--- src/rtl/nrb_pkg.sv ---
// shared types, constants and helpers for the network controller register block
`default_nettype none
package nrb_pkg;

    localparam int unsigned PMEM_START = 16384;
    localparam int unsigned PMEM_SIZE  = 32768;
    localparam int unsigned PMEM_END   = PMEM_START + PMEM_SIZE;
    localparam int unsigned PMEM_AW    = $clog2(PMEM_SIZE);
    localparam int unsigned MAX_FRAME  = 1514;
    localparam int unsigned PROM_DEPTH = 32;
    localparam int unsigned PROM_AW    = $clog2(PROM_DEPTH);
    localparam int unsigned OUTQ_DEPTH = 4;
    localparam int unsigned OUTQ_AW    = $clog2(OUTQ_DEPTH);
    localparam int unsigned OUTQ_CW    = OUTQ_AW + 1;

    localparam logic [7:0] CMD_RESET_VAL = 8'h21;
    localparam logic [7:0] ISR_RESET_VAL = 8'h80;
    localparam logic [7:0] PROM_SIG      = 8'h57;
    localparam logic [7:0] ISR_ACK_MASK  = 8'h7f;
    localparam logic [7:0] CRDA_LO_VAL   = 8'h50;
    localparam logic [7:0] CRDA_HI_VAL   = 8'h70;
    localparam logic [7:0] CFG_RO_VAL    = 8'h40;
    localparam logic [7:0] UNMAPPED_VAL  = 8'hff;

    // action codes
    localparam logic [2:0] ACT_REG_WR   = 3'd0;
    localparam logic [2:0] ACT_REG_RD   = 3'd1;
    localparam logic [2:0] ACT_DATA_WR  = 3'd2;
    localparam logic [2:0] ACT_DATA_RD  = 3'd3;
    localparam logic [2:0] ACT_RESET_RD = 3'd4;
    localparam logic [2:0] ACT_RX_BYTE  = 3'd5;

    // rx status codes
    localparam logic [1:0] RXS_OK      = 2'd0;
    localparam logic [1:0] RXS_STOPPED = 2'd1;
    localparam logic [1:0] RXS_FULL    = 2'd2;

    // paged register offsets {page, offset}
    localparam logic [5:0] OFF_PSTART = 6'h01;
    localparam logic [5:0] OFF_PSTOP  = 6'h02;
    localparam logic [5:0] OFF_BNRY   = 6'h03;
    localparam logic [5:0] OFF_TPSR   = 6'h04;
    localparam logic [5:0] OFF_TBCR0  = 6'h05;
    localparam logic [5:0] OFF_TBCR1  = 6'h06;
    localparam logic [5:0] OFF_ISR    = 6'h07;
    localparam logic [5:0] OFF_RSAR0  = 6'h08;
    localparam logic [5:0] OFF_RSAR1  = 6'h09;
    localparam logic [5:0] OFF_RBCR0  = 6'h0a;
    localparam logic [5:0] OFF_RBCR1  = 6'h0b;
    localparam logic [5:0] OFF_RCR    = 6'h0c;
    localparam logic [5:0] OFF_DCR    = 6'h0e;
    localparam logic [5:0] OFF_IMR    = 6'h0f;
    localparam logic [5:0] OFF_PAR0   = 6'h11;
    localparam logic [5:0] OFF_PAR5   = 6'h16;
    localparam logic [5:0] OFF_CURR   = 6'h17;
    localparam logic [5:0] OFF_MAR0   = 6'h18;
    localparam logic [5:0] OFF_MAR7   = 6'h1f;
    localparam logic [5:0] OFF_PSTART_RD = 6'h21;
    localparam logic [5:0] OFF_PSTOP_RD  = 6'h22;
    localparam logic [5:0] OFF_EEPROM = 6'h31;
    localparam logic [5:0] OFF_CFG3   = 6'h35;
    localparam logic [5:0] OFF_CFG4   = 6'h36;

    typedef enum logic [1:0] {
        SEQ_CLEAR,
        SEQ_IDLE,
        SEQ_HDR,
        SEQ_DATA
    } seq_state_t;

    typedef struct packed {
        logic [2:0]  action;
        logic [3:0]  reg_offset;
        logic [7:0]  write_data;
        logic [7:0]  rx_byte;
        logic        rx_first;
        logic        rx_last;
        logic [10:0] rx_frame_len;
    } in_item_t;

    typedef struct packed {
        logic [7:0]  read_data;
        logic        irq;
        logic        tx_request;
        logic [15:0] tx_start_addr;
        logic [15:0] tx_length;
        logic [1:0]  rx_status;
    } out_item_t;

    typedef struct packed {
        logic               we;
        logic [PMEM_AW-1:0] waddr;
        logic [7:0]         wdata;
        logic               re;
        logic [PMEM_AW-1:0] raddr;
    } mem_req_t;

    typedef logic [PROM_DEPTH-1:0][7:0] prom_t;

    function automatic prom_t prom_image(input logic [47:0] mac);
        prom_t p;
        p = '0;
        for (int i = 0; i < 6; i++) begin
            p[2*i]   = mac[40-8*i +: 8];
            p[2*i+1] = mac[40-8*i +: 8];
        end
        for (int i = 28; i < PROM_DEPTH; i++) begin
            p[i] = PROM_SIG;
        end
        return p;
    endfunction

endpackage
`default_nettype wire

--- src/rtl/nrb_outq.sv ---
// result queue between the core and the result channel
`default_nettype none
module nrb_outq
    import nrb_pkg::*;
(
    input  wire logic      aclk,
    input  wire logic      aresetn,
    input  wire logic      push,
    input  wire out_item_t push_data,
    input  wire logic      pending,
    output logic           space_ok,
    output logic           m_valid,
    input  wire logic      m_ready,
    output out_item_t      m_data
);

    out_item_t            q_reg [OUTQ_DEPTH];
    logic [OUTQ_AW-1:0]   wr_ptr_reg;
    logic [OUTQ_AW-1:0]   rd_ptr_reg;
    logic [OUTQ_CW-1:0]   count_reg;
    logic                 pop;

    assign pop      = m_valid && m_ready;
    assign m_valid  = (count_reg != '0);
    assign m_data   = q_reg[rd_ptr_reg];
    assign space_ok = ((count_reg + OUTQ_CW'(pending)) < OUTQ_CW'(OUTQ_DEPTH));

    always_ff @(posedge aclk) begin
        if (!aresetn) begin
            wr_ptr_reg <= '0;
            rd_ptr_reg <= '0;
            count_reg  <= '0;
        end else begin
            if (push) begin
                wr_ptr_reg <= wr_ptr_reg + 1'b1;
            end
            if (pop) begin
                rd_ptr_reg <= rd_ptr_reg + 1'b1;
            end
            count_reg <= count_reg + OUTQ_CW'(push) - OUTQ_CW'(pop);
        end
    end

    always_ff @(posedge aclk) begin
        if (push) begin
            q_reg[wr_ptr_reg] <= push_data;
        end
    end

endmodule
`default_nettype wire

--- config.mk ---
export PLATFORM = sky130hd
export DESIGN_NAME = nrb_outq
export DESIGN_NICKNAME = d
export VERILOG_FILES = /design/src/rtl/nrb_pkg.sv /design/src/rtl/nrb_outq.sv
export SDC_FILE = /design/constraint.sdc
export NUM_CORES = 1
export LEC_CHECK = 0
export ABC_AREA = 1
export BUFFER_PORTS_ARGS = -buffer_cell sky130_fd_sc_hd__buf_2
export CAP_MARGIN = 0
export CORE_MARGIN = 2
export CORE_UTILIZATION = 50
export CTS_CLUSTER_DIAMETER = 60
export DETAILED_ROUTE_END_ITERATION = 8
export GPL_ROUTABILITY_DRIVEN = 0
export PLACE_DENSITY = 0.77
export SYNTH_ARGS = -nofsm -noshare
export SYNTH_HDL_FRONTEND = slang
export SYNTH_SLANG_ARGS = --single-unit
export TNS_END_PERCENT = 5
--- constraint.sdc ---
create_clock -name aclk -period 2.17 [get_ports aclk]
set_input_delay 0.217 -clock aclk [delete_from_list [all_inputs] [get_ports aclk]]
set_output_delay 0.217 -clock aclk [all_outputs]
set_load 0.005 [all_outputs]
==> flow_summary.json <==
{
  "ir_worst_vdd_mv": 0.6078,
  "p_leak_nw": 3.047,
  "min_to": "q_reg[0][40]",
  "worst_path_max_delay_cell": "dfxtp_2",
  "die_width_um": 123.0,
  "grt_usage_pct": 18.76,
  "r2r_cells": 8,
  "grt_pass1_vias": 4188,
  "critPathMaxStageDelay_ps": 400,
  "io_pins": 95,
  "antenna_found_initial": 1,
  "cts_num_sinks": 185,
  "maxCapViolCount": 0,
  "place_hpwl_um": 8006,
  "crit_type": "flop to output port",
  "grt_max_degree": 51,
  "insertion_delay_ps": 420,
  "ctsRootBufferMaster": "clkbuf_16",
  "p_switching_mw": 2.507,
  "grt_first_pass_wirelength_um": 20890,
  "coreArea_mm2": 0.01383,
  "clock_power_share_pct": 31.8,
  "wl_per_cell_um": 17.37,
  "syn_to_final_growth_pct": 20.07,
  "path_max_fanout": 25,
  "nFillCells": 1025,
  "placed_cells": 745,
  "numCtsBuffers": 17,
  "routed-via-count": 4254,
  "cp-end-kind": "output port",
  "drt-vias-per-instance": 5.338,
  "antenna_left": 0,
  "crit_chain": "inv_2 -> buf_12 -> o21ai_0 -> o22ai_1 -> buf_2",
  "critPathArrivalTime_ps": 1800,
  "drv_slew": 0,
  "drive_gt1_share_pct": 26.14,
  "powerDensity_mw_per_mm2": 1038,
  "ys_types": 23,
  "seqPwrFrac_pct": 47.4,
  "synth_nets": 543,
  "dr.pass1.iters": 4,
  "clk_pin_slew_worst_paths_ps": 70,
  "synth_area_mm2": 0.007077,
  "grt-ovfl-total": 0,
  "critPathRequiredTime_ps": 1950,
  "finalNetCount": 659,
  "comb_power_share_pct": 20.8,
  "chipHeight_um": 123.0,
  "ys_seq_elements": 185,
  "r2r-start": "count_reg[2]",
  "skew_ps": 6.352,
  "p_int_mw": 6.312,
  "fin_hold_ws_ps": 13.15,
  "final_hold_viol_count": 0,
  "totalPowerFinal_mw": 8.819,
  "layoutNonFillerInstCount": 797,
  "setup-violations-final": 0,
  "hp-start": "push_data[40]",
  "ys_seq_area_share_pct": 77.23,
  "cts_tree": "done",
  "swShare_pct": 28.43,
  "r2r_end": "count_reg[2]",
  "dieArea_mm2": 0.01512,
  "clk_path_buf_depth": 2,
  "ff2ff_setup_slack_ps": 410,
  "io_buffers": 94,
  "postRouteWirelength_um": 13840,
  "hp-class": "input pin to flop",
  "ys_warn_count": 0,
  "synthCells": 487,
  "worst_slew_pin_slew_ps": 390.1,
  "largest_reg_flops": 176,
  "placementRows": 43,
  "relSlewSlack_pct": 73.96,
  "post_cts_buffers": 0,
  "drc_errors": 0,
  "startpoint_type": "flop",
  "holdPathStages": 1,
  "initial_core_util_pct": 51.18,
  "finalCritPeriodShare_pct": 93.13,
  "status": "completed",
  "fmax_mhz": 494.8,
  "fin_crit_ps": 2021,
  "drtIter0Drc": 324,
  "avgSynthCellArea_um2": 14.53,
  "htree_levels": 4,
  "rsz0062_at_grt": "true"
}
cell type report:
type | count | area, µm² | share of cell area, %
sequential | 185 | 5468 | 64.35
clock buffer | 18 | 429.2 | 5.051
clock inverter | 14 | 115.1 | 1.355
antenna | 1 | 2.502 | 0.02945
inverter | 17 | 68.82 | 0.8099
tap | 180 | 225.2 | 2.651
multi-input combinational | 258 | 1366 | 16.08
timing repair buffer | 124 | 822.0 | 9.675
cell usage in the layout (no fill, tap or decap):
cell and count:
clkinv_1 3, clkinv_4 2, buf_6 1, xor2_1 1, dlygate4sd3_1 19, a21oi_1 5
buf_12 6, buf_4 4, dfxtp_2 2, clkbuf_1 1, a21boi_0 1, nand2_1 14
nand3_1 3, o21ai_1 7, ha_1 6, nor2_1 83, inv_2 5, clkbuf_16 17
o22ai_2 10, dfxtp_1 7, o22ai_1 34, diode_2 1, inv_8 4, clkinvlp_4 2
inv_1 11, buf_2 94, fa_1 1, edfxtp_1 176, inv_6 4, o21ai_0 83
nor2_2 10
through the flow:
stage | utilization, % | setup TNS, ps | worst slack, ps | cell area (µm²)
6_report | 61.45 | 0 | 149.2 | 8497
5_1_grt | 61.43 | -13.83 | -13.83 | 8494
4_1_cts | 61.26 | 0 | 102.2 | 8471
3_5_place_dp | 56.09 | 0 | 415.0 | 7756
3_3_place_gp | 56.09 | 0 | 467.9 | 7756
2_1_floorplan | - | 0 | 320.5 | 7077
how the worst max path moves through the flow:
stage | start | to | slack (ps) | cells past startpoint
2_1_floorplan | wr_ptr_reg[0] | q_reg[2][0] | 320 | 4
3_3_place_gp | count_reg[2] | count_reg[2] | 470 | 8
3_5_place_dp | count_reg[2] | count_reg[2] | 410 | 8
4_1_cts | flop | m_data[37] | 100 | 5
5_1_grt | flop | m_data[36] | -10 | 5
6_report | flop | m_data[36] | 150 | 5
critical path: cells and delay by family (launching register included):
family                 cells  cell delay (ps)
AO/OA/AOI/OAI              2              280
buffers and inverters      3              710
flip-flops                 1              400
cell usage after synthesis:
master | n | area [µm²]
o21ai_1 | 7 | 35.03
inv_2 | 1 | 3.750
nand3_1 | 3 | 15.01
a21oi_1 | 5 | 25.02
xor2_1 | 1 | 8.760
o21ai_0 | 83 | 415.4
clkbuf_2 | 3 | 15.01
a21boi_0 | 1 | 7.510
fa_1 | 1 | 20.02
buf_8 | 2 | 30.03
buf_6 | 3 | 33.78
dfxtp_1 | 9 | 180.2
inv_6 | 1 | 8.760
inv_1 | 15 | 56.30
ha_1 | 6 | 75.07
edfxtp_1 | 176 | 5285
o22ai_1 | 34 | 212.7
nand2_1 | 14 | 52.55
nor2_2 | 10 | 62.56
nor2_1 | 83 | 311.6
o22ai_2 | 10 | 125.1
buf_2 | 18 | 90.09
buf_4 | 1 | 7.510
cell families after synthesis:
| family | Yosys count | share of synthesized area [%] |
|---|---|---|
| and+or+nand+nor | 110 | 6.241 |
| buffers and inverters | 44 | 3.465 |
| adders and majority gates | 7 | 1.344 |
| DFF | 185 | 77.23 |
| AOI/OAI and AO/OA | 140 | 11.60 |
| xor gates and xnor gates | 1 | 0.1238 |
what timing repair did:
action                                 CTS  global route
hold buffers                            17             2
setup endpoints to repair                0             4
resized for setup                        0             1
endpoints found under the hold margin   63             2
power groups by stage:
stage / Combinational, mW / Clock, mW / Sequential [mW]
final: 1.84 / 2.80 / 4.18
after global routing: 2.05 / 2.98 / 4.19
after CTS: 1.85 / 2.85 / 4.18
after detailed placement: 1.82 / 0 / 4.25
after global placement: 1.76 / 0 / 4.24
after floorplan: 1.16 / 0 / 4.23
metal layers:
metal | track usage (%) | part of all wire (%) | vias to the layer above
met5 | 0 | 0.079 | -
met4 | 8.665 | 1.4 | 2
met3 | 4.290 | 5.1 | 16
met2 | 30.97 | 51 | 140
met1 | 23.75 | 42 | 2051
li1 | - | - | 2045
No activity file was read; power rests on OpenSTA's default activity.
