### config.mk
export PLATFORM = sky130hd
export DESIGN_NAME = nrb_core
export DESIGN_NICKNAME = d
export VERILOG_FILES = /design/src/rtl/nrb_pkg.sv /design/src/rtl/nrb_core.sv
export SDC_FILE = /design/constraint.sdc
export NUM_CORES = 2
export LEC_CHECK = 0
export ABC_AREA = 1
export CORE_UTILIZATION = 56
export DETAILED_ROUTE_END_ITERATION = 16
export DONT_BUFFER_PORTS = 1
export GPL_TIMING_DRIVEN = 0
export PLACE_DENSITY = 0.71
export SLEW_MARGIN = 20
export SYNTH_ARGS = -nofsm -noshare
export SYNTH_HDL_FRONTEND = slang
export SYNTH_SLANG_ARGS = --single-unit
### constraint.sdc
create_clock -name aclk -period 19.04 [get_ports aclk]
set_input_delay 3.808 -clock aclk [delete_from_list [all_inputs] [get_ports aclk]]
set_output_delay 3.808 -clock aclk [all_outputs]
set_load 0.05 [all_outputs]
### src/rtl/nrb_pkg.sv
// shared types, constants and helpers for the network controller register block
`default_nettype none
package nrb_pkg;

    localparam int unsigned PMEM_START = 16384;
    localparam int unsigned PMEM_SIZE  = 32768;
    localparam int unsigned PMEM_END   = PMEM_START + PMEM_SIZE;
    localparam int unsigned PMEM_AW    = $clog2(PMEM_SIZE);
    localparam int unsigned MAX_FRAME  = 1514;
    localparam int unsigned PROM_DEPTH = 32;
    localparam int unsigned PROM_AW    = $clog2(PROM_DEPTH);
    localparam int unsigned OUTQ_DEPTH = 4;
    localparam int unsigned OUTQ_AW    = $clog2(OUTQ_DEPTH);
    localparam int unsigned OUTQ_CW    = OUTQ_AW + 1;

    localparam logic [7:0] CMD_RESET_VAL = 8'h21;
    localparam logic [7:0] ISR_RESET_VAL = 8'h80;
    localparam logic [7:0] PROM_SIG      = 8'h57;
    localparam logic [7:0] ISR_ACK_MASK  = 8'h7f;
    localparam logic [7:0] CRDA_LO_VAL   = 8'h50;
    localparam logic [7:0] CRDA_HI_VAL   = 8'h70;
    localparam logic [7:0] CFG_RO_VAL    = 8'h40;
    localparam logic [7:0] UNMAPPED_VAL  = 8'hff;

    // action codes
    localparam logic [2:0] ACT_REG_WR   = 3'd0;
    localparam logic [2:0] ACT_REG_RD   = 3'd1;
    localparam logic [2:0] ACT_DATA_WR  = 3'd2;
    localparam logic [2:0] ACT_DATA_RD  = 3'd3;
    localparam logic [2:0] ACT_RESET_RD = 3'd4;
    localparam logic [2:0] ACT_RX_BYTE  = 3'd5;

    // rx status codes
    localparam logic [1:0] RXS_OK      = 2'd0;
    localparam logic [1:0] RXS_STOPPED = 2'd1;
    localparam logic [1:0] RXS_FULL    = 2'd2;

    // paged register offsets {page, offset}
    localparam logic [5:0] OFF_PSTART = 6'h01;
    localparam logic [5:0] OFF_PSTOP  = 6'h02;
    localparam logic [5:0] OFF_BNRY   = 6'h03;
    localparam logic [5:0] OFF_TPSR   = 6'h04;
    localparam logic [5:0] OFF_TBCR0  = 6'h05;
    localparam logic [5:0] OFF_TBCR1  = 6'h06;
    localparam logic [5:0] OFF_ISR    = 6'h07;
    localparam logic [5:0] OFF_RSAR0  = 6'h08;
    localparam logic [5:0] OFF_RSAR1  = 6'h09;
    localparam logic [5:0] OFF_RBCR0  = 6'h0a;
    localparam logic [5:0] OFF_RBCR1  = 6'h0b;
    localparam logic [5:0] OFF_RCR    = 6'h0c;
    localparam logic [5:0] OFF_DCR    = 6'h0e;
    localparam logic [5:0] OFF_IMR    = 6'h0f;
    localparam logic [5:0] OFF_PAR0   = 6'h11;
    localparam logic [5:0] OFF_PAR5   = 6'h16;
    localparam logic [5:0] OFF_CURR   = 6'h17;
    localparam logic [5:0] OFF_MAR0   = 6'h18;
    localparam logic [5:0] OFF_MAR7   = 6'h1f;
    localparam logic [5:0] OFF_PSTART_RD = 6'h21;
    localparam logic [5:0] OFF_PSTOP_RD  = 6'h22;
    localparam logic [5:0] OFF_EEPROM = 6'h31;
    localparam logic [5:0] OFF_CFG3   = 6'h35;
    localparam logic [5:0] OFF_CFG4   = 6'h36;

    typedef enum logic [1:0] {
        SEQ_CLEAR,
        SEQ_IDLE,
        SEQ_HDR,
        SEQ_DATA
    } seq_state_t;

    typedef struct packed {
        logic [2:0]  action;
        logic [3:0]  reg_offset;
        logic [7:0]  write_data;
        logic [7:0]  rx_byte;
        logic        rx_first;
        logic        rx_last;
        logic [10:0] rx_frame_len;
    } in_item_t;

    typedef struct packed {
        logic [7:0]  read_data;
        logic        irq;
        logic        tx_request;
        logic [15:0] tx_start_addr;
        logic [15:0] tx_length;
        logic [1:0]  rx_status;
    } out_item_t;

    typedef struct packed {
        logic               we;
        logic [PMEM_AW-1:0] waddr;
        logic [7:0]         wdata;
        logic               re;
        logic [PMEM_AW-1:0] raddr;
    } mem_req_t;

    typedef logic [PROM_DEPTH-1:0][7:0] prom_t;

    function automatic prom_t prom_image(input logic [47:0] mac);
        prom_t p;
        p = '0;
        for (int i = 0; i < 6; i++) begin
            p[2*i]   = mac[40-8*i +: 8];
            p[2*i+1] = mac[40-8*i +: 8];
        end
        for (int i = 28; i < PROM_DEPTH; i++) begin
            p[i] = PROM_SIG;
        end
        return p;
    endfunction

endpackage
`default_nettype wire

### src/rtl/nrb_core.sv
// register file, request decode, receive ring logic and memory sequencer
`default_nettype none
module nrb_core
    import nrb_pkg::*;
(
    input  wire logic        aclk,
    input  wire logic        aresetn,
    input  wire logic        s_valid,
    output logic             s_ready,
    input  wire in_item_t    s_data,
    input  wire logic        cfg_wr_en,
    input  wire logic [47:0] cfg_wr_data,
    input  wire logic        space_ok,
    output logic             s1_busy,
    output mem_req_t         mem_req,
    input  wire logic [7:0]  mem_rdata,
    output logic             push,
    output out_item_t        push_data
);

    logic [47:0] mac_reg;
    logic [7:0]  cmd_reg, cmd_next, isr_reg, isr_next, imr_reg, imr_next;
    logic [7:0]  tsr_reg, tsr_next, rsr_reg, rsr_next, rxcr_reg, rxcr_next;
    logic [7:0]  dcfg_reg, dcfg_next, eeprom_reg, eeprom_next;
    logic [15:0] rstart_reg, rstart_next, rstop_reg, rstop_next;
    logic [7:0]  bnry_reg, bnry_next, curpg_reg, curpg_next, tpsr_reg, tpsr_next;
    logic [15:0] tcnt_reg, tcnt_next, rsar_reg, rsar_next, rcnt_reg, rcnt_next;
    logic [7:0]  phys_reg [6];
    logic [7:0]  phys_next [6];
    logic [7:0]  mcast_reg [8];
    logic [7:0]  mcast_next [8];
    prom_t       prom_reg, prom_next;
    logic [15:0] rx_wptr_reg, rx_wptr_next, rx_naddr_reg, rx_naddr_next;
    logic        rx_active_reg, rx_active_next;

    seq_state_t         state_reg, state_next;
    logic [PMEM_AW-1:0] clr_cnt_reg, clr_cnt_next;
    logic [1:0]         hcnt_reg, hcnt_next;
    logic [15:0]        hbase_reg, hbase_next;
    logic [7:0]         hdr1_reg, hdr1_next, hdr2_reg, hdr2_next, hdr3_reg, hdr3_next;
    logic               dw_en_reg, dw_en_next;
    logic [15:0]        dw_addr_reg, dw_addr_next;
    logic [7:0]         dw_data_reg, dw_data_next;

    logic       s1_valid_reg;
    out_item_t  s1_res_reg, res;
    logic       s1_mem_reg, use_mem;

    logic        accept;
    logic [5:0]  off;
    logic        wr_en;
    logic [15:0] wr_addr, pidx, a16, wp;
    logic [7:0]  wr_data, wd;
    logic [16:0] tx_idx;
    logic [17:0] tx_sum;
    logic        full;
    logic [15:0] ridx, rbnd;
    logic signed [17:0] avail;
    logic [15:0] idx;
    logic [11:0] total;
    logic [12:0] rnd;
    logic [16:0] nxt;
    logic        active;

    assign accept  = s_valid && s_ready;
    assign s_ready = (state_reg == SEQ_IDLE) && space_ok;
    assign s1_busy = s1_valid_reg;
    assign off     = {cmd_reg[7:6], s_data.reg_offset};
    assign wd      = s_data.write_data;

    // ring space check for a new frame
    always_comb begin
        ridx  = {curpg_reg, 8'h00};
        rbnd  = {bnry_reg, 8'h00};
        avail = '0;
        if (ridx < rbnd) begin
            avail = 18'({2'b00, rbnd} - {2'b00, ridx});
        end else begin
            avail = 18'({2'b00, rstop_reg - rstart_reg} - {2'b00, ridx - rbnd});
        end
        full = (rstop_reg <= rstart_reg) || (avail < $signed(18'(MAX_FRAME + 4)));
    end

    always_comb begin
        cmd_next = cmd_reg; isr_next = isr_reg; imr_next = imr_reg;
        tsr_next = tsr_reg; rsr_next = rsr_reg; rxcr_next = rxcr_reg;
        dcfg_next = dcfg_reg; eeprom_next = eeprom_reg;
        rstart_next = rstart_reg; rstop_next = rstop_reg;
        bnry_next = bnry_reg; curpg_next = curpg_reg; tpsr_next = tpsr_reg;
        tcnt_next = tcnt_reg; rsar_next = rsar_reg; rcnt_next = rcnt_reg;
        phys_next = phys_reg; mcast_next = mcast_reg; prom_next = prom_reg;
        rx_wptr_next = rx_wptr_reg; rx_naddr_next = rx_naddr_reg;
        rx_active_next = rx_active_reg;
        state_next = state_reg; clr_cnt_next = clr_cnt_reg; hcnt_next = hcnt_reg;
        hbase_next = hbase_reg; hdr1_next = hdr1_reg; hdr2_next = hdr2_reg;
        hdr3_next = hdr3_reg; dw_en_next = dw_en_reg; dw_addr_next = dw_addr_reg;
        dw_data_next = dw_data_reg;
        res = '0; use_mem = 1'b0;
        wr_en = 1'b0; wr_addr = '0; wr_data = '0;
        mem_req = '0;
        tx_idx = '0; tx_sum = '0; a16 = '0; wp = rx_wptr_reg;
        idx = '0; total = '0; rnd = '0; nxt = '0; active = rx_active_reg;
        pidx = '0;

        case (state_reg)
            SEQ_CLEAR: begin
                mem_req.we    = 1'b1;
                mem_req.waddr = clr_cnt_reg;
                clr_cnt_next  = clr_cnt_reg + 1'b1;
                if (&clr_cnt_reg) begin
                    state_next = SEQ_IDLE;
                end
            end
            SEQ_HDR: begin
                wr_en   = 1'b1;
                wr_addr = hbase_reg + {14'd0, hcnt_reg};
                case (hcnt_reg)
                    2'd1:    wr_data = hdr1_reg;
                    2'd2:    wr_data = hdr2_reg;
                    default: wr_data = hdr3_reg;
                endcase
                hcnt_next = hcnt_reg + 1'b1;
                if (hcnt_reg == 2'd3) begin
                    state_next = SEQ_DATA;
                end
            end
            SEQ_DATA: begin
                wr_en      = dw_en_reg;
                wr_addr    = dw_addr_reg;
                wr_data    = dw_data_reg;
                state_next = SEQ_IDLE;
            end
            default: begin
                if (accept) begin
                    case (s_data.action)
                        ACT_REG_WR: begin
                            if (s_data.reg_offset == 4'd0) begin
                                cmd_next = wd;
                                if (!wd[0]) begin
                                    isr_next[7] = 1'b0;
                                    if ((wd[4] || wd[3]) && rcnt_reg == 16'd0) begin
                                        isr_next[6] = 1'b1;
                                    end
                                    if (wd[2]) begin
                                        tx_idx = {1'b0, tpsr_reg, 8'h00};
                                        if (tx_idx >= 17'(PMEM_END)) begin
                                            tx_idx = tx_idx - 17'(PMEM_SIZE);
                                        end
                                        tx_sum = {1'b0, tx_idx} + {2'b00, tcnt_reg};
                                        if (tx_sum <= 18'(PMEM_END)) begin
                                            res.tx_request    = 1'b1;
                                            res.tx_start_addr = tx_idx[15:0];
                                            res.tx_length     = tcnt_reg;
                                        end
                                        tsr_next    = 8'h01;
                                        isr_next[1] = 1'b1;
                                        cmd_next[2] = 1'b0;
                                    end
                                end
                            end else begin
                                case (off)
                                    OFF_PSTART: if ({1'b0, wd, 8'h00} <= 17'(PMEM_END))
                                        rstart_next = {wd, 8'h00};
                                    OFF_PSTOP: if ({1'b0, wd, 8'h00} <= 17'(PMEM_END))
                                        rstop_next = {wd, 8'h00};
                                    OFF_BNRY: if ({1'b0, wd, 8'h00} < 17'(PMEM_END))
                                        bnry_next = wd;
                                    OFF_TPSR:  tpsr_next = wd;
                                    OFF_TBCR0: tcnt_next = {tcnt_reg[15:8], wd};
                                    OFF_TBCR1: tcnt_next = {wd, tcnt_reg[7:0]};
                                    OFF_ISR:   isr_next = isr_reg & ~(wd & ISR_ACK_MASK);
                                    OFF_RSAR0: rsar_next = {rsar_reg[15:8], wd};
                                    OFF_RSAR1: rsar_next = {wd, rsar_reg[7:0]};
                                    OFF_RBCR0: rcnt_next = {rcnt_reg[15:8], wd};
                                    OFF_RBCR1: rcnt_next = {wd, rcnt_reg[7:0]};
                                    OFF_RCR:   rxcr_next = wd;
                                    OFF_DCR:   dcfg_next = wd;
                                    OFF_IMR:   imr_next = wd;
                                    OFF_CURR: if ({1'b0, wd, 8'h00} < 17'(PMEM_END))
                                        curpg_next = wd;
                                    OFF_EEPROM: eeprom_next = {wd[7:1], eeprom_reg[0]};
                                    default: begin
                                        if (off >= OFF_PAR0 && off <= OFF_PAR5) begin
                                            phys_next[3'(off[2:0] - 3'd1)] = wd;
                                        end else if (off >= OFF_MAR0 && off <= OFF_MAR7) begin
                                            mcast_next[off[2:0]] = wd;
                                        end
                                    end
                                endcase
                            end
                        end
                        ACT_REG_RD: begin
                            if (s_data.reg_offset == 4'd0) begin
                                res.read_data = cmd_reg;
                            end else begin
                                case (off)
                                    OFF_BNRY:      res.read_data = bnry_reg;
                                    OFF_TPSR:      res.read_data = tsr_reg;
                                    OFF_ISR:       res.read_data = isr_reg;
                                    OFF_RSAR0:     res.read_data = rsar_reg[7:0];
                                    OFF_RSAR1:     res.read_data = rsar_reg[15:8];
                                    OFF_RBCR0:     res.read_data = CRDA_LO_VAL;
                                    OFF_RBCR1:     res.read_data = CRDA_HI_VAL;
                                    OFF_RCR:       res.read_data = rsr_reg;
                                    OFF_CURR:      res.read_data = curpg_reg;
                                    OFF_PSTART_RD: res.read_data = rstart_reg[15:8];
                                    OFF_PSTOP_RD:  res.read_data = rstop_reg[15:8];
                                    OFF_EEPROM:    res.read_data = eeprom_reg;
                                    OFF_CFG3:      res.read_data = CFG_RO_VAL;
                                    OFF_CFG4:      res.read_data = CFG_RO_VAL;
                                    default: begin
                                        if (off >= OFF_PAR0 && off <= OFF_PAR5) begin
                                            res.read_data = phys_reg[3'(off[2:0] - 3'd1)];
                                        end else if (off >= OFF_MAR0 && off <= OFF_MAR7) begin
                                            res.read_data = mcast_reg[off[2:0]];
                                        end
                                    end
                                endcase
                            end
                        end
                        ACT_DATA_WR, ACT_DATA_RD: begin
                            if (s_data.action == ACT_DATA_RD) begin
                                if (rsar_reg < 16'(PROM_DEPTH)) begin
                                    res.read_data = prom_reg[rsar_reg[PROM_AW-1:0]];
                                end else if (rsar_reg >= 16'(PMEM_START) &&
                                             {1'b0, rsar_reg} < 17'(PMEM_END)) begin
                                    pidx          = rsar_reg - 16'(PMEM_START);
                                    use_mem       = 1'b1;
                                    mem_req.re    = 1'b1;
                                    mem_req.raddr = pidx[PMEM_AW-1:0];
                                end else begin
                                    res.read_data = UNMAPPED_VAL;
                                end
                            end else if (rcnt_reg != 16'd0) begin
                                wr_en   = 1'b1;
                                wr_addr = rsar_reg;
                                wr_data = wd;
                            end
                            if (s_data.action == ACT_DATA_RD || rcnt_reg != 16'd0) begin
                                a16 = rsar_reg + 16'd1;
                                if (a16 == rstop_reg) begin
                                    a16 = rstart_reg;
                                end
                                rsar_next = a16;
                                if (rcnt_reg <= 16'd1) begin
                                    rcnt_next   = '0;
                                    isr_next[6] = 1'b1;
                                end else begin
                                    rcnt_next = rcnt_reg - 16'd1;
                                end
                            end
                        end
                        ACT_RESET_RD: begin
                            cmd_next = CMD_RESET_VAL; isr_next = ISR_RESET_VAL; imr_next = '0;
                            tsr_next = '0; rsr_next = '0; rxcr_next = '0; dcfg_next = '0;
                            eeprom_next = '0; rstart_next = '0; rstop_next = '0;
                            bnry_next = '0; curpg_next = '0; tpsr_next = '0;
                            tcnt_next = '0; rsar_next = '0; rcnt_next = '0;
                            phys_next = '{default: '0}; mcast_next = '{default: '0};
                            prom_next = prom_image(mac_reg);
                            rx_wptr_next = '0; rx_naddr_next = '0; rx_active_next = 1'b0;
                            state_next = SEQ_CLEAR; clr_cnt_next = '0;
                        end
                        ACT_RX_BYTE: begin
                            if (s_data.rx_first) begin
                                active = 1'b0;
                                if (cmd_reg[0]) begin
                                    res.rx_status = RXS_STOPPED;
                                end else if (full) begin
                                    res.rx_status = RXS_FULL;
                                end else begin
                                    rxcr_next[4] = 1'b1;
                                    idx = {curpg_reg, 8'h00};
                                    if ({1'b0, idx} >= 17'(PMEM_END)) begin
                                        idx = rstart_reg;
                                    end
                                    total = {1'b0, s_data.rx_frame_len} + 12'd4;
                                    rnd   = ({1'b0, total} + 13'd259) & 13'h1f00;
                                    nxt   = {1'b0, idx} + {4'd0, rnd};
                                    if (nxt >= {1'b0, rstop_reg}) begin
                                        nxt = nxt - {1'b0, rstop_reg - rstart_reg};
                                    end
                                    rsr_next      = {2'b00, s_data.rx_byte[0], 5'b00001};
                                    rx_naddr_next = nxt[15:0];
                                    wp            = idx + 16'd4;
                                    active        = 1'b1;
                                    wr_en         = 1'b1;
                                    wr_addr       = idx;
                                    wr_data       = rsr_next;
                                    hbase_next    = idx;
                                    hdr1_next     = nxt[15:8];
                                    hdr2_next     = total[7:0];
                                    hdr3_next     = {4'd0, total[11:8]};
                                    hcnt_next     = 2'd1;
                                    state_next    = SEQ_HDR;
                                    dw_en_next    = 1'b0;
                                end
                            end
                            if (active) begin
                                if (wp == rstop_reg) begin
                                    wp = rstart_reg;
                                end
                                if (wp < rstop_reg) begin
                                    if (state_next == SEQ_HDR) begin
                                        dw_en_next   = 1'b1;
                                        dw_addr_next = wp;
                                        dw_data_next = s_data.rx_byte;
                                    end else begin
                                        wr_en   = 1'b1;
                                        wr_addr = wp;
                                        wr_data = s_data.rx_byte;
                                    end
                                    wp = wp + 16'd1;
                                    if (wp == rstop_reg) begin
                                        wp = rstart_reg;
                                    end
                                end
                                rx_wptr_next = wp;
                                if (s_data.rx_last) begin
                                    curpg_next  = rx_naddr_next[15:8];
                                    isr_next[0] = 1'b1;
                                    active      = 1'b0;
                                end
                            end
                            rx_active_next = active;
                        end
                        default: begin
                        end
                    endcase
                    res.irq = ((isr_next & imr_next & ISR_ACK_MASK) != 8'h00);
                end
            end
        endcase

        // byte write decode onto prom or packet memory
        if (wr_en) begin
            if (wr_addr < 16'(PROM_DEPTH)) begin
                prom_next[wr_addr[PROM_AW-1:0]] = wr_data;
            end else if (wr_addr >= 16'(PMEM_START) && {1'b0, wr_addr} < 17'(PMEM_END)) begin
                pidx          = wr_addr - 16'(PMEM_START);
                mem_req.we    = 1'b1;
                mem_req.waddr = pidx[PMEM_AW-1:0];
                mem_req.wdata = wr_data;
            end
        end
    end

    always_ff @(posedge aclk) begin
        if (!aresetn) begin
            state_reg      <= SEQ_CLEAR;
            clr_cnt_reg    <= '0;
            s1_valid_reg   <= 1'b0;
            mac_reg        <= '0;
            cmd_reg        <= CMD_RESET_VAL;
            isr_reg        <= ISR_RESET_VAL;
            imr_reg        <= '0;
            tsr_reg        <= '0;
            rsr_reg        <= '0;
            rxcr_reg       <= '0;
            dcfg_reg       <= '0;
            eeprom_reg     <= '0;
            rstart_reg     <= '0;
            rstop_reg      <= '0;
            bnry_reg       <= '0;
            curpg_reg      <= '0;
            tpsr_reg       <= '0;
            tcnt_reg       <= '0;
            rsar_reg       <= '0;
            rcnt_reg       <= '0;
            phys_reg       <= '{default: '0};
            mcast_reg      <= '{default: '0};
            prom_reg       <= prom_image(48'd0);
            rx_wptr_reg    <= '0;
            rx_naddr_reg   <= '0;
            rx_active_reg  <= 1'b0;
        end else begin
            state_reg      <= state_next;
            clr_cnt_reg    <= clr_cnt_next;
            s1_valid_reg   <= accept;
            if (cfg_wr_en) begin
                mac_reg <= cfg_wr_data;
            end
            cmd_reg        <= cmd_next;
            isr_reg        <= isr_next;
            imr_reg        <= imr_next;
            tsr_reg        <= tsr_next;
            rsr_reg        <= rsr_next;
            rxcr_reg       <= rxcr_next;
            dcfg_reg       <= dcfg_next;
            eeprom_reg     <= eeprom_next;
            rstart_reg     <= rstart_next;
            rstop_reg      <= rstop_next;
            bnry_reg       <= bnry_next;
            curpg_reg      <= curpg_next;
            tpsr_reg       <= tpsr_next;
            tcnt_reg       <= tcnt_next;
            rsar_reg       <= rsar_next;
            rcnt_reg       <= rcnt_next;
            phys_reg       <= phys_next;
            mcast_reg      <= mcast_next;
            prom_reg       <= prom_next;
            rx_wptr_reg    <= rx_wptr_next;
            rx_naddr_reg   <= rx_naddr_next;
            rx_active_reg  <= rx_active_next;
        end
    end

    always_ff @(posedge aclk) begin
        hcnt_reg    <= hcnt_next;
        hbase_reg   <= hbase_next;
        hdr1_reg    <= hdr1_next;
        hdr2_reg    <= hdr2_next;
        hdr3_reg    <= hdr3_next;
        dw_en_reg   <= dw_en_next;
        dw_addr_reg <= dw_addr_next;
        dw_data_reg <= dw_data_next;
        s1_res_reg  <= res;
        s1_mem_reg  <= use_mem;
    end

    // packet memory read data joins the result in the cycle after the request
    always_comb begin
        push      = s1_valid_reg;
        push_data = s1_res_reg;
        if (s1_mem_reg) begin
            push_data.read_data = mem_rdata;
        end
    end

endmodule
`default_nettype wire

==> flow_summary.json <==
{
  "cts_resized": 0,
  "synth_seq_cells": 672,
  "fmax_ghz": 0.06628,
  "rsz0062_at_grt": "no",
  "start_util_pct": 56.56,
  "final_area_um2": 42720,
  "synth_xor_area_share_pct": 1.535,
  "synth_top_family_by_area": "simple AND/OR/NAND/NOR gates",
  "antenna_found_initial": 9,
  "skew_ps": 33.77,
  "synth_edf_count": 55,
  "syn_inst": 5884,
  "top_layer_used": "met5",
  "power.density_nw_per_um2": 89.44,
  "muxShareOfSynthArea_pct": 0.2322,
  "overflow": 0,
  "cts_tree": "done",
  "insertion_delay_ps": 650,
  "slew_violations": 0,
  "synth_cell_types": 67,
  "postSynthAreaPerCell_um2": 6.592,
  "crit_path_end": "mem_req[22]",
  "p_leak_nw": 16.95,
  "die_area_um2": 70320,
  "cp.arrival_ps": 11280,
  "vias": 42150,
  "ff_latch_area_um2": 14000,
  "vias_per_cell": 6.044,
  "dr.pass1.iters": 9,
  "max_slew_margin_pct": 12.74,
  "tns_ps": 0,
  "synthSimpleGateAreaFrac_pct": 32.18,
  "maxCapViolations": 0,
  "async_flop_share_pct": 0,
  "synth_compound_area_share_pct": 16.72,
  "ant_nets": 0,
  "clk_root_buffer_cell": "clkbuf_16",
  "hold_viol": 0,
  "nFillCells": 6617,
  "wl_met3_um": 17680,
  "hold_class": "flop to flop",
  "cts_buffer_depth": 3,
  "cts_buffers": 77,
  "dp_hpwl_um": 117500,
  "slowest_stage": "nor2_1",
  "wl_met1_um": 61240,
  "cts.clk_slew.worst_paths_ps": 70,
  "rows": 96,
  "core_area_um2": 68590,
  "synth_area_leaders": "dfxtp_1, nand2_1, nor2_1",
  "timing.rr.start": "rstop_reg[8]",
  "cp_max_fo": 10,
  "yosysSeqAreaShare_pct": 36.10,
  "drc": 0,
  "syn-cell-area_um2": 38790,
  "grt_pass1_vias": 38460,
  "finalCritPeriodShare_pct": 79.24,
  "slowest_delay_ps": 850,
  "yosysTopAreaCellShare_pct": 31.84,
  "synth_fa_ha_area_share_pct": 2.974,
  "ios": 184,
  "r2r_slack_ps": 8180,
  "ys.warnings.count": 0,
  "syn_to_final_growth_pct": 10.14,
  "routedWlPerCell_um": 22.93,
  "tightest_slew_ps": 1309,
  "route.met2.wl_um": 68780,
  "drtIter0Drc": 5358,
  "startpoint_type": "flop",
  "h-tree-depth": 3,
  "nets": 6160,
  "grt_max_degree": 30,
  "outcome": "finished clean",
  "worst_setup_path_end_kind": "output pin",
  "port_buffers": 0,
  "required_ps": 15230,
  "ctsHoldBuffers": 0,
  "post_cts_buffers": 0,
  "crit_start": "rstop_reg[8]",
  "dieWidth_um": 265.2,
  "post_dp_cell_area_um2": 40070,
  "wl_um": 159900,
  "largest_reg_flops": 256,
  "reg2reg_depth": 45,
  "cts.sinks": 672,
  "grt_pass1_wl_um": 235200,
  "yosys.area.top_type": "dfxtp_1",
  "ir_drop_uv": 72.08,
  "multi_input_area_um2": 20890,
  "grt.total_usage_pct": 44.11,
  "synth_flop_cell": "dfxtp_1",
  "min_period_ps": 15090,
  "setup_violations": 0,
  "r2r-end": "dw_addr_reg[3]",
  "critPathKind": "flop to output pin",
  "die_y_um": 265.2,
  "layout-drive-gt1-share_pct": 5.301,
  "gp_congestion": 1.038
}
[layout by cell type, fill, tap and decap left out, drive strengths merged, types with 8 or more instances in the layout]
| cell | n |
|---|---|
| nand2 | 1140 |
| nor2 | 1073 |
| dfxtp | 617 |
| inv | 590 |
| a21oi | 471 |
| o21ai | 447 |
| clkbuf | 387 |
| nand4 | 285 |
| nand3 | 271 |
| buf | 121 |
| ha | 81 |
| nor3 | 72 |
| o22ai | 64 |
| xor2 | 61 |
| edfxtp | 55 |
| o211ai | 42 |
| clkinv | 36 |
| a211oi | 31 |
| a221oi | 26 |
| nor4 | 24 |
| a31oi | 16 |
| a22oi | 10 |
| conb | 9 |
| mux2 | 8 |
[where the power goes]
group	switching (W)	total, W	internal, W
clock	0.000642	0.00156	0.000922
combinational	0.000573	0.000762	0.000190
sequential	0.0000301	0.00149	0.00146
total	0.00124	0.00382	0.00258
[cells by family (layout without fill, tap and decap cells)]
kind of cell	Yosys count	in the layout
AND/OR/NAND/NOR	2879	2879
AO/OA/AOI/OAI	1169	1169
buffers and inverters	999	1144
flip-flops	672	672
adder cells (fa/ha/maj)	88	88
XOR/XNOR	68	68
multiplexers	8	8
other	1	15
[layer usage]
layer	vias to the layer above	GRT usage, %
li1	19640	-
met1	19240	55.34
met2	2591	67.84
met3	672	9.794
met4	4	29.79
met5	-	0
[worst min path at each step]
stage,from,endpoint,cells after the start
CTS,eeprom_reg[1],eeprom_reg[1],2
detailed placement,cmd_reg[5],cmd_reg[5],2
global placement,eeprom_reg[1],eeprom_reg[1],2
finish,eeprom_reg[1],eeprom_reg[1],2
global route,phys_reg[10],phys_reg[10],2
floorplan,eeprom_reg[5],eeprom_reg[5],2
[stage by stage]
stage          hold WS (ps)  instances  util (%)  power, W  worst slack [ps]
4_1_cts               460.0       6968     62.26  0.003786              4042
3_3_place_gp          445.2       6823     58.30  0.002242              4335
6_report              460.8       6974     62.29  0.003821              3952
2_1_floorplan         421.5       5892         -  0.002020              6143
5_1_grt               472.4       6968     62.27  0.003932              3599
3_5_place_dp          449.6       6827     58.42  0.002248              4575
[synthesized netlist by cell type (7+ instances only)]
master / count
xnor2_1: 7
nor2_4: 32
o21ai_1: 17
nand2_2: 15
a221oi_1: 26
a31oi_1: 16
fa_1: 7
clkbuf_1: 277
o211ai_1: 42
ha_1: 81
mux2_2: 8
inv_1: 570
a22oi_1: 10
o21ai_0: 430
nor2_1: 1028
clkinv_1: 18
nand2_1: 1123
a211oi_1: 31
buf_4: 39
nand4_1: 284
inv_2: 17
nor2_2: 13
nand3_1: 261
xor2_1: 61
nor3_1: 72
edfxtp_1: 55
buf_2: 34
o22ai_1: 64
o21a_1: 7
buf_1: 40
a21oi_1: 470
nor4_1: 24
dfxtp_1: 617
[critical path: cells and delay by family (launching register included)]
| kind | cells | cell delay, ps |
|---|---|---|
| simple gates | 22 | 3400 |
| xor+xnor | 1 | 290 |
| fa+ha+maj | 5 | 1570 |
| buf+inv | 12 | 2760 |
| compound gates | 7 | 1900 |
| flops | 1 | 690 |
[final cells by class]
class | count | area share [%]
Clock buffer | 110 | 5.277
Timing Repair Buffer | 4 | 0.1084
Tap cell | 931 | 2.727
Sequential cell | 672 | 32.78
Clock inverter | 31 | 0.8757
Antenna cell | 6 | 0.03514
Inverter | 605 | 5.315
Multi-Input combinational cell | 4221 | 48.89
Buffer | 394 | 3.998
Note: power is estimated with default switching activity, not from simulation.
